==> src/rtl/core/hsltd_pkg.sv <==
// Shared types and constants for the header/sync/length/tail deframer.
// No dependencies.
`default_nettype none
package hsltd_pkg;

    localparam int BYTE_W = 8;
    localparam int LEN_W  = 6;
    localparam int TYPE_W = 2;
    localparam int CFG_W  = 32;
    localparam int CFG_IDX_W = 2;
    localparam int NUM_HDR_SLOTS = 4;

    localparam logic [CFG_IDX_W-1:0] REG_HEADER_TABLE = 2'd0;
    localparam logic [CFG_IDX_W-1:0] REG_LENGTH_TABLE = 2'd1;
    localparam logic [CFG_IDX_W-1:0] REG_SYNC_BYTE    = 2'd2;
    localparam logic [CFG_IDX_W-1:0] REG_TAIL_BYTE    = 2'd3;

    localparam logic [CFG_W-1:0]  HEADER_TABLE_RST = 32'h0000_0000;
    localparam logic [CFG_W-1:0]  LENGTH_TABLE_RST = 32'h0000_0000;
    localparam logic [BYTE_W-1:0] SYNC_BYTE_RST    = 8'h81;
    localparam logic [BYTE_W-1:0] TAIL_BYTE_RST    = 8'hDA;

    localparam logic KIND_DATA  = 1'b0;
    localparam logic KIND_ERROR = 1'b1;

    typedef logic [LEN_W:0] len_sum_t;

    typedef enum logic [5:0] {
        PH_IDLE  = 6'b000001,
        PH_SYNC  = 6'b000010,
        PH_LEN   = 6'b000100,
        PH_BODY  = 6'b001000,
        PH_TAIL  = 6'b010000,
        PH_DRAIN = 6'b100000
    } phase_t;

endpackage
`default_nettype wire

==> src/rtl/core/head_sync_length_tail_deframer_top.sv <==
// Byte-stream deframer: header, sync, length, body and tail check, body replay.
// Depends on hsltd_pkg.
//
// Takes one received byte per beat on the s_ side. A byte is taken every cycle while a
// frame is being received (header, sync, length, body, tail) and the output register is
// free. When the tail byte arrives, the stored body (length + 2 bytes) is replayed on
// the m_ side from the single-port body memory at one beat per cycle while m_tready is
// high; s_tready stays low while the body is replayed, and output stalls lengthen it. A
// byte out of sequence produces one error beat (tuser kind set, tlast set) and returns
// the parser to idle; unmatched bytes while idle are dropped. The body memory needs no
// clearing: only entries written by the current frame are read.
`default_nettype none
module head_sync_length_tail_deframer_top #(
    parameter int NUM_FRAME_TYPES = 4,
    parameter int BODY_DEPTH      = 64
) (
    input  wire logic                               aclk,
    input  wire logic                               aresetn,
    input  wire logic                               cfg_we,
    input  wire logic [hsltd_pkg::CFG_IDX_W-1:0]    cfg_index,
    input  wire logic [hsltd_pkg::CFG_W-1:0]        cfg_wdata,
    input  wire logic                               s_tvalid,
    output logic                                    s_tready,
    input  wire logic [7:0]                         s_tdata,  // [7:0] rx_byte
    output logic                                    m_tvalid,
    input  wire logic                               m_tready,
    output logic [15:0]                             m_tdata,  // [7:0] frame_byte,
                                                              // [13:8] byte_position
    output logic [2:0]                              m_tuser,  // [0] result_kind,
                                                              // [2:1] frame_type
    output logic                                    m_tlast   // last_of_frame
);
    import hsltd_pkg::*;

    localparam int AW = (BODY_DEPTH > 1) ? $clog2(BODY_DEPTH) : 1;
    localparam int CW = $clog2(BODY_DEPTH + 1);
    localparam logic [BYTE_W-1:0] MAX_LEN = BYTE_W'(BODY_DEPTH - 2);

    // configuration
    logic [CFG_W-1:0]  header_table_reg, length_table_reg;
    logic [BYTE_W-1:0] sync_byte_reg, tail_byte_reg;

    always_ff @(posedge aclk) begin
        if (!aresetn) begin
            header_table_reg <= HEADER_TABLE_RST;
            length_table_reg <= LENGTH_TABLE_RST;
            sync_byte_reg    <= SYNC_BYTE_RST;
            tail_byte_reg    <= TAIL_BYTE_RST;
        end else if (cfg_we) begin
            unique case (cfg_index)
                REG_HEADER_TABLE: header_table_reg <= cfg_wdata;
                REG_LENGTH_TABLE: length_table_reg <= cfg_wdata;
                REG_SYNC_BYTE:    sync_byte_reg    <= cfg_wdata[BYTE_W-1:0];
                REG_TAIL_BYTE:    tail_byte_reg    <= cfg_wdata[BYTE_W-1:0];
                default: ;
            endcase
        end
    end

    // parser state
    phase_t            phase_reg, phase_next;
    logic [TYPE_W-1:0] type_reg, type_next;
    logic [LEN_W-1:0]  exp_len_reg, exp_len_next;
    logic [CW-1:0]     fill_reg, fill_next;
    logic [CW-1:0]     rd_idx_reg, rd_idx_next;
    logic              pend_reg, pend_next;
    logic [LEN_W-1:0]  pend_pos_reg, pend_pos_next;
    logic              pend_last_reg, pend_last_next;

    // output register
    logic              m_valid_reg, m_valid_next;
    logic              out_kind_reg, out_kind_next;
    logic [TYPE_W-1:0] out_type_reg, out_type_next;
    logic [BYTE_W-1:0] out_byte_reg, out_byte_next;
    logic [LEN_W-1:0]  out_pos_reg, out_pos_next;
    logic              out_last_reg, out_last_next;

    // body memory
    logic [BYTE_W-1:0] body_mem [BODY_DEPTH];
    logic [BYTE_W-1:0] mem_q_reg;
    logic              mem_we, mem_re;

    logic              out_free, s_beat, load;
    logic              hdr_hit;
    logic [TYPE_W-1:0] hdr_idx;
    logic [BYTE_W-1:0] hdr_len, hdr_len_sat;
    logic [CW-1:0]     fill_inc, rd_inc;
    len_sum_t          body_total;

    always_comb begin
        hdr_hit = 1'b0;
        hdr_idx = '0;
        for (int i = NUM_FRAME_TYPES - 1; i >= 0; i--) begin
            if (i < NUM_HDR_SLOTS
                && header_table_reg[BYTE_W*i +: BYTE_W] == s_tdata) begin
                hdr_hit = 1'b1;
                hdr_idx = TYPE_W'(i);
            end
        end
        hdr_len     = length_table_reg[BYTE_W*hdr_idx +: BYTE_W];
        hdr_len_sat = (hdr_len > MAX_LEN) ? MAX_LEN : hdr_len;
    end

    assign out_free   = !m_valid_reg || m_tready;
    assign s_tready   = (phase_reg != PH_DRAIN) && out_free;
    assign s_beat     = s_tvalid && s_tready;
    assign load       = pend_reg && out_free;
    assign fill_inc   = fill_reg + CW'(1);
    assign rd_inc     = rd_idx_reg + CW'(1);
    assign body_total = len_sum_t'(exp_len_reg) + len_sum_t'(2);

    always_comb begin
        phase_next     = phase_reg;
        type_next      = type_reg;
        exp_len_next   = exp_len_reg;
        fill_next      = fill_reg;
        rd_idx_next    = rd_idx_reg;
        pend_next      = pend_reg;
        pend_pos_next  = pend_pos_reg;
        pend_last_next = pend_last_reg;
        m_valid_next   = m_valid_reg && !m_tready;
        out_kind_next  = out_kind_reg;
        out_type_next  = out_type_reg;
        out_byte_next  = out_byte_reg;
        out_pos_next   = out_pos_reg;
        out_last_next  = out_last_reg;
        mem_we         = 1'b0;
        mem_re         = 1'b0;

        if (s_beat) begin
            unique case (phase_reg)
                PH_IDLE: begin
                    if (hdr_hit) begin
                        type_next    = hdr_idx;
                        exp_len_next = hdr_len_sat[LEN_W-1:0];
                        fill_next    = '0;
                        phase_next   = PH_SYNC;
                    end
                end
                PH_SYNC: begin
                    if (s_tdata == sync_byte_reg) phase_next = PH_LEN;
                end
                PH_LEN: begin
                    if (s_tdata == BYTE_W'(exp_len_reg)) begin
                        phase_next = PH_BODY;
                        fill_next  = '0;
                    end
                end
                PH_BODY: begin
                    mem_we    = 1'b1;
                    fill_next = fill_inc;
                    if (len_sum_t'(fill_inc) >= body_total) phase_next = PH_TAIL;
                end
                PH_TAIL: begin
                    if (s_tdata == tail_byte_reg) begin
                        phase_next  = PH_DRAIN;
                        rd_idx_next = '0;
                    end
                end
                default: ;
            endcase

            // sequence error
            if ((phase_reg == PH_SYNC && s_tdata != sync_byte_reg)
                || (phase_reg == PH_LEN && s_tdata != BYTE_W'(exp_len_reg))
                || (phase_reg == PH_TAIL && s_tdata != tail_byte_reg)) begin
                m_valid_next  = 1'b1;
                out_kind_next = KIND_ERROR;
                out_type_next = type_reg;
                out_byte_next = '0;
                out_pos_next  = '0;
                out_last_next = 1'b1;
                phase_next    = PH_IDLE;
                type_next     = '0;
                exp_len_next  = '0;
                fill_next     = '0;
            end
        end

        if (phase_reg == PH_DRAIN) begin
            if (load) begin
                m_valid_next  = 1'b1;
                out_kind_next = KIND_DATA;
                out_type_next = type_reg;
                out_byte_next = mem_q_reg;
                out_pos_next  = pend_pos_reg;
                out_last_next = pend_last_reg;
                pend_next     = 1'b0;
            end
            if (rd_idx_reg != fill_reg && (!pend_reg || load)) begin
                mem_re         = 1'b1;
                pend_next      = 1'b1;
                pend_pos_next  = LEN_W'(rd_idx_reg);
                pend_last_next = (rd_inc == fill_reg);
                rd_idx_next    = rd_inc;
            end else if (rd_idx_reg == fill_reg && !pend_reg) begin
                phase_next   = PH_IDLE;
                type_next    = '0;
                exp_len_next = '0;
                fill_next    = '0;
            end
        end
    end

    always_ff @(posedge aclk) begin
        if (!aresetn) begin
            phase_reg   <= PH_IDLE;
            type_reg    <= '0;
            exp_len_reg <= '0;
            fill_reg    <= '0;
            rd_idx_reg  <= '0;
            pend_reg    <= 1'b0;
            m_valid_reg <= 1'b0;
        end else begin
            phase_reg   <= phase_next;
            type_reg    <= type_next;
            exp_len_reg <= exp_len_next;
            fill_reg    <= fill_next;
            rd_idx_reg  <= rd_idx_next;
            pend_reg    <= pend_next;
            m_valid_reg <= m_valid_next;
        end
    end

    always_ff @(posedge aclk) begin
        pend_pos_reg  <= pend_pos_next;
        pend_last_reg <= pend_last_next;
        out_kind_reg  <= out_kind_next;
        out_type_reg  <= out_type_next;
        out_byte_reg  <= out_byte_next;
        out_pos_reg   <= out_pos_next;
        out_last_reg  <= out_last_next;
    end

    // writes and reads never fall in the same phase, so no forwarding
    always_ff @(posedge aclk) begin
        if (mem_we) body_mem[fill_reg[AW-1:0]] <= s_tdata;
        if (mem_re) mem_q_reg <= body_mem[rd_idx_reg[AW-1:0]];
    end

    assign m_tvalid = m_valid_reg;
    assign m_tdata  = {2'b00, out_pos_reg, out_byte_reg};
    assign m_tuser  = {out_type_reg, out_kind_reg};
    assign m_tlast  = out_last_reg;

endmodule
`default_nettype wire

==> config.mk <==
export PLATFORM = sky130hd
export DESIGN_NAME = head_sync_length_tail_deframer_top
export DESIGN_NICKNAME = d
export VERILOG_FILES = /design/src/rtl/core/hsltd_pkg.sv /design/src/rtl/core/head_sync_length_tail_deframer_top.sv
export SDC_FILE = /design/constraint.sdc
export NUM_CORES = 1
export LEC_CHECK = 0
export BUFFER_PORTS_ARGS = -buffer_cell sky130_fd_sc_hd__clkbuf_2
export CAP_MARGIN = 20
export CORE_MARGIN = 4
export CORE_UTILIZATION = 50
export CTS_CLUSTER_DIAMETER = 60
export DETAILED_ROUTE_END_ITERATION = 10
export GPL_TIMING_DRIVEN = 0
export PLACE_DENSITY = 0.78
export SLEW_MARGIN = 20
export SYNTH_ARGS = -nofsm -noshare
export SYNTH_HDL_FRONTEND = slang
export SYNTH_SLANG_ARGS = --single-unit
export TNS_END_PERCENT = 1
==> constraint.sdc <==
create_clock -name aclk -period 3.3 [get_ports aclk]
set_input_delay 0.825 -clock aclk [delete_from_list [all_inputs] [get_ports aclk]]
set_output_delay 0.825 -clock aclk [all_outputs]
set_load 0.02 [all_outputs]
======== After elaboration in Yosys (flattened, before gate mapping) ========
Memories as Yosys holds them, arrays and structs flattened. A register that Yosys moved wholly into a read port is not among the register bits.
Index checks and enable logic that the tools add are counted.
storage, ports and cells
  output and inout bits ................... 22
  flip-flop bits (word level) ............. 135
  memories kept ........................... 1
  bits in writable memories ............... 512
  logic and storage cells ................. 151
operators by class
  reductions and logical operators ........ 24
  $lt $le $gt $ge ......................... 2
  shift-type cells ........................ 1
  equal/unequal tests ..................... 23
  $add $sub $neg .......................... 3
  muxes and demuxes ....................... 79
memory list
  memory    depth  width  read ports  clocked after Yosys merged registers in  wr ports  line                                      source
  body_mem  64     8      1           1                                        1         head_sync_length_tail_deframer_top.sv:79  logic [BYTE_W-1:0] body_mem [BODY_DEPTH];
operators by type and width
  cell                 count
  $mux 6               22
  $mux 7               12
  $eq 8x8->1           6
  $mux 8               4
  $shiftx 32x6->8      1
  $mux 2               15
  $pmux 6 s5           1
  $mux 1               24
  $pmux 7 s3           1
  $ne 8x8->1           2
  $add 7x1->7 const B  2
  $eq 7x7->1           2
  $reduce_and 2->1     6
  $logic_and 1x1->1    9
  $eq 8x6->1           1
  $gt 8x6->1 const B   1
  $ne 8x6->1           1
  $add 6x2->7 const B  1
  $ge 7x7->1           1
  $ne 7x7->1           1
  $eq 6x1->1 const B   1
  $eq 6x2->1 const B   1
  $eq 6x3->1 const B   1
  $eq 6x4->1 const B   1
  other kinds (9)      15

======== Longest topological paths before layout ========
  word-level depth ........................ 15
  depth in mapped cells ................... 11

======== Least setup slack after synthesis ========
OpenSTA, ideal clock, no wires.
  kind .................................... in2reg
  start point ............................. input s_tdata[3]
  end point ............................... register exp_len_reg[0]
  path slack .............................. 0.350 ns
  setup time .............................. 0.120 ns
  buffers on the path ..................... 1
  stages .................................. 8
  required time ........................... 3.180 ns
  arrival ................................. 2.830 ns
  cells stage by stage .................... buf_2 -> xor2_1 -> nor4_4 -> nand2_2 -> a211oi_4 -> mux4_1 -> and4b_1 -> o31ai_2
on the way
  word-level cells in the longest chain between the ends .. 15
ends and longest elaborated chain
  item                    line                                       source
  start: declaration      head_sync_length_tail_deframer_top.sv:24   input wire logic [7:0] s_tdata,
  $eq 8x8->1              head_sync_length_tail_deframer_top.sv:95   && header_table_reg[BYTE_W*i +: BYTE_W] == s_tdata) begin
  $mux 2 (4 in a row)     head_sync_length_tail_deframer_top.sv:94   if (i < NUM_HDR_SLOTS
  $shiftx 32x6->8         head_sync_length_tail_deframer_top.sv:100  hdr_len = length_table_reg[BYTE_W*hdr_idx +: BYTE_W];
  $gt 8x6->1              head_sync_length_tail_deframer_top.sv:101  hdr_len_sat = (hdr_len > MAX_LEN) ? MAX_LEN : hdr_len;
  $mux 6                  head_sync_length_tail_deframer_top.sv:101
  $mux 6                  head_sync_length_tail_deframer_top.sv:133  if (hdr_hit) begin
  $mux 6                  head_sync_length_tail_deframer_top.sv:131  unique case (phase_reg)
  $mux 6 *                head_sync_length_tail_deframer_top.sv:164  if ((phase_reg == PH_SYNC && s_tdata != sync_byte_reg)
  $mux 6 *                head_sync_length_tail_deframer_top.sv:130  if (s_beat) begin
  $mux 6                  head_sync_length_tail_deframer_top.sv:196  end else if (rd_idx_reg == fill_reg && !pend_reg) begin
  $mux 6                  head_sync_length_tail_deframer_top.sv:190  if (rd_idx_reg != fill_reg && (!pend_reg || load)) begin
  $mux 6 *                head_sync_length_tail_deframer_top.sv:180  if (phase_reg == PH_DRAIN) begin
  end signal: assignment  head_sync_length_tail_deframer_top.sv:217  exp_len_reg <= exp_len_next;
  end: declaration        head_sync_length_tail_deframer_top.sv:63   logic [LEN_W-1:0] exp_len_reg, exp_len_next;
Mark *: on every way between the ends. The rest lies on a longest branch, timed or not.
A chain may end at the register's enable or synchronous reset.

======== Worst setup path after layout ========
  start point ............................. register phase_reg[5]
  end point ............................... memory body_mem[2][6], enable pin
on the way
  word-level cells in the longest chain between the ends .. 6
ends and longest elaborated chain
  item                            line                                       source
  start: declaration              head_sync_length_tail_deframer_top.sv:61   phase_t phase_reg, phase_next;
  start signal: assignment        head_sync_length_tail_deframer_top.sv:215  phase_reg <= phase_next;
  $ne 6x6->1                      head_sync_length_tail_deframer_top.sv:105  assign s_tready = (phase_reg != PH_DRAIN) && out_free;
  $logic_and 1x1->1               head_sync_length_tail_deframer_top.sv:105
  $logic_and 1x1->1               head_sync_length_tail_deframer_top.sv:106  assign s_beat = s_tvalid && s_tready;
  $mux 1 *                        head_sync_length_tail_deframer_top.sv:130
  $mux 1 *                        head_sync_length_tail_deframer_top.sv:237  if (mem_we) body_mem[fill_reg[AW-1:0]] <= s_tdata;
  $mux 1 (implied by the code) *  head_sync_length_tail_deframer_top.sv:237
  end: declaration                head_sync_length_tail_deframer_top.sv:79
Marks and branches as above.

==> key figures <==
Final layout
  – Fillers: 3785
  – Largest register FFs: 512
  – NumNets Final: 1826
  – Antenna Cells: 0
  – Final instance area: 30300 um^2
  – Synth-to-Final Area Change: 14.3%
  – Most common cell after layout, fill and taps aside: edfxtp_1
  – Share of layout cells above drive strength 1: 0.254
  – Most frequent cells in the layout: 527 x edfxtp_1, 224 x nand2_1, 168 x mux4_2
  – Final Non-Filler Cells: 2508

Global routing
  – Total GRT Usage: 0.231
  – Global-route wire length before repair: 98200 um
  – Vias in the first global route: 15200
  – Initial antenna violation count: 0
  – Largest net degree at the start of global routing: 66
  – Global route overflow: 0

Yosys
  – Syn Area/Cell: 16.3 um^2
  – Asr flop ratio synth: 0
  – Sequential area share after synthesis: 0.693
  – Post-synthesis cell type count: 63
  – Synthesized flop and latch total: 655
  – Most used DFF post-synth: edfxtp_1
  – Number of flops mapped to enable cells by yosys: 527
  – Ys Warns: 0
  – Post-synthesis instance area: 26500 um^2
  – Cell count after synthesis: 1629

Clock network
  – CTS tree: done
  – Clk slew on worst S/H paths: 0.06 ns
  – Total number of H-tree levels: 3
  – Longest Clk Path Bufs: 3
  – Clk_lat worst skew: 0.61 ns
  – Hold buffer count at cts: 0
  – Inserted Clock Buffers: 66
  – Sink Count: 655
  – Root buf cell: clkbuf_16

Route
  – Routed len/inst: 26.1 um
  – Drt initial violations: 1811
  – Final wirelength: 65300 um
  – Average vias per placed instance: 6.16
  – Post-route ant nets: 0
  – Drt pass-1 iters: 5
  – Via count: 15500
  – DRC errors left: 0

Critical path
  – FF-to-FF End: body_mem[2][6]$_DFFE_PP_
  – Data required, critical path: 3.54 ns
  – Crit Path Class: reg2reg
  – Crit end category: register
  – Reg2Reg Depth: 7
  – Startpoint Class: register
  – R2R setup slack: -0.40 ns
  – Worst endpoint data arrival time: 3.94 ns
  – CP max FO: 9
  – Reg-to-reg startpoint: phase_reg[5]$_SDFF_PN0_

Timing
  – PnR worst setup slack: -0.398 ns
  – Final slew viol count: 0
  – Final Skew: 0.0326 ns
  – Setup violators final: 144
  – RSZ-0062 raised after global routing: yes
  – Hold Fails Final Rpt: 0
  – Final period util: 1.12
  – Crit path time final: 3.70 ns
  – Rel. slew slack: 0.347
  – Setup_tns: -32.29 ns
  – Fmax achieved: 270 MHz
  – Worst-Margin Slew: 0.979 ns

Worst hold path
  – Worst hold path endpoint: out_pos_reg[5]$_DFF_P_
  – Hold path startpoint: pend_pos_reg[5]$_DFFE_PP_
  – Worst hold path class: reg2reg
  – Worst Hold Path Cells: 2

Place
  – Hpwl dp: 40800 um
  – Placed cell area: 27700 um^2
  – Placed cells: 2383
  – Gpl congestion: 0.897
  – I/O Buffers: 65

Outcome
  – Status: finished with violations
  – Failing checks: negative setup slack

Pwr
  – VDD IR-drop max: 0.390 mV
  – Leakage: 9.49 nW
  – Power per cell area: 561 nW/um^2

Floorplan
  – Core Box Area: 52600 um^2
  – Chip Height: 238 um
  – Row count: 84
  – Starting Density: 0.505
  – I/O pin total: 69
  – Die area: 56800 um^2
  – Die width: 238 um

Job
  – Max-cap viol count: 0
per-layer routing:
layer | track usage | wire length, um | up-vias
met5 | 0 | 0 | -
met4 | 0.107 | 2970 | 0
met3 | 0.0431 | 6820 | 174
met2 | 0.362 | 31300 | 991
met1 | 0.319 | 24200 | 7753
li1 | - | - | 6541
layout make-up:
| class | count | area, um^2 | share of cell area |
|---|---|---|---|
| inverter | 6 | 22.5 | 0.000743 |
| clock inverter | 31 | 395 | 0.0130 |
| sequential | 655 | 18400 | 0.607 |
| multi-input combinational | 872 | 7920 | 0.261 |
| tap | 688 | 861 | 0.0284 |
| timing repair buffer | 71 | 457 | 0.0151 |
| buffer | 97 | 483 | 0.0159 |
| clock buffer | 88 | 1780 | 0.0589 |
Yosys cell counts, drive strengths merged (6+ instances only):
library cell,n,area share
a21oi,96,0.018
buf,37,0.0079
clkbuf,60,0.0085
dfxtp,128,0.097
edfxtp,527,0.60
ha,10,0.0047
inv,6,0.00085
mux2i,20,0.0075
mux4,169,0.14
nand2,225,0.032
nand2b,6,0.0014
nand3,25,0.0047
nand3b,12,0.0034
nand4,9,0.0021
nor2,111,0.016
nor3,6,0.0011
nor4,10,0.0040
o21ai,31,0.0058
or3,6,0.0014
xnor2,40,0.013
xor2,37,0.013
through the flow:
stage | setup WS [ns] | total power [mW] | hold WS (ns) | util
after floorplan | 0.350 | 9.39 | 0.418 | -
after global placement | -1.20 | 9.60 | 0.430 | 0.527
after detailed placement | -1.42 | 9.62 | 0.434 | 0.528
after CTS | -0.426 | 17.0 | 0.448 | 0.573
after global routing | -0.516 | 17.5 | 0.471 | 0.577
final | -0.398 | 17.0 | 0.454 | 0.577
worst max path at each step:
stage / startpoint / end / depth (start not counted)
final: phase_reg[5]$_SDFF_PN0_ / body_mem[2][6]$_DFFE_PP_ / 7
after global routing: phase_reg[5]$_SDFF_PN0_ / body_mem[34][0]$_DFFE_PP_ / 7
after CTS: rd_idx_reg[0]$_SDFF_PN0_ / mem_q_reg[2]$_DFFE_PP_ / 6
after detailed placement: s_tdata[7] / out_byte_reg[5]$_DFF_P_ / 12
after global placement: s_tdata[2] / out_byte_reg[1]$_DFF_P_ / 12
after floorplan: s_tdata[3] / exp_len_reg[0]$_SDFF_PN0_ / 8
kinds of logic after synthesis:
logic type,Yosys count,synth area share
adder cells (fa/ha/maj),10,0.00472
flip-flops,655,0.693
AO/OA/AOI/OAI,157,0.0337
multiplexers,193,0.153
XOR/XNOR,77,0.0260
AND/OR/NAND/NOR,433,0.0721
buffers and inverters,103,0.0173
other,1,0.000141
report_power, final:
| group | internal, mW | switching, mW |
|---|---|---|
| clock | 4.34 | 3.20 |
| combinational | 0.142 | 0.331 |
| sequential | 8.95 | 0.0344 |
| total | 13.4 | 3.56 |
critical path, stage by stage (launching register included):
cell	delay, ns
dfxtp_1	0.29
clkbuf_1	0.18
nor4_1	0.43
nand3b_1	0.28
or2_2	0.36
nor2_1	0.31
nand3b_1	0.74
nor2_2	0.74
repair_timing:
item,CTS,global route
setup endpoints to repair,492,430
gates resized for setup,75,48
buffers inserted,1,2
pin swaps,1,0
No activity file was read; power rests on OpenSTA's default activity.
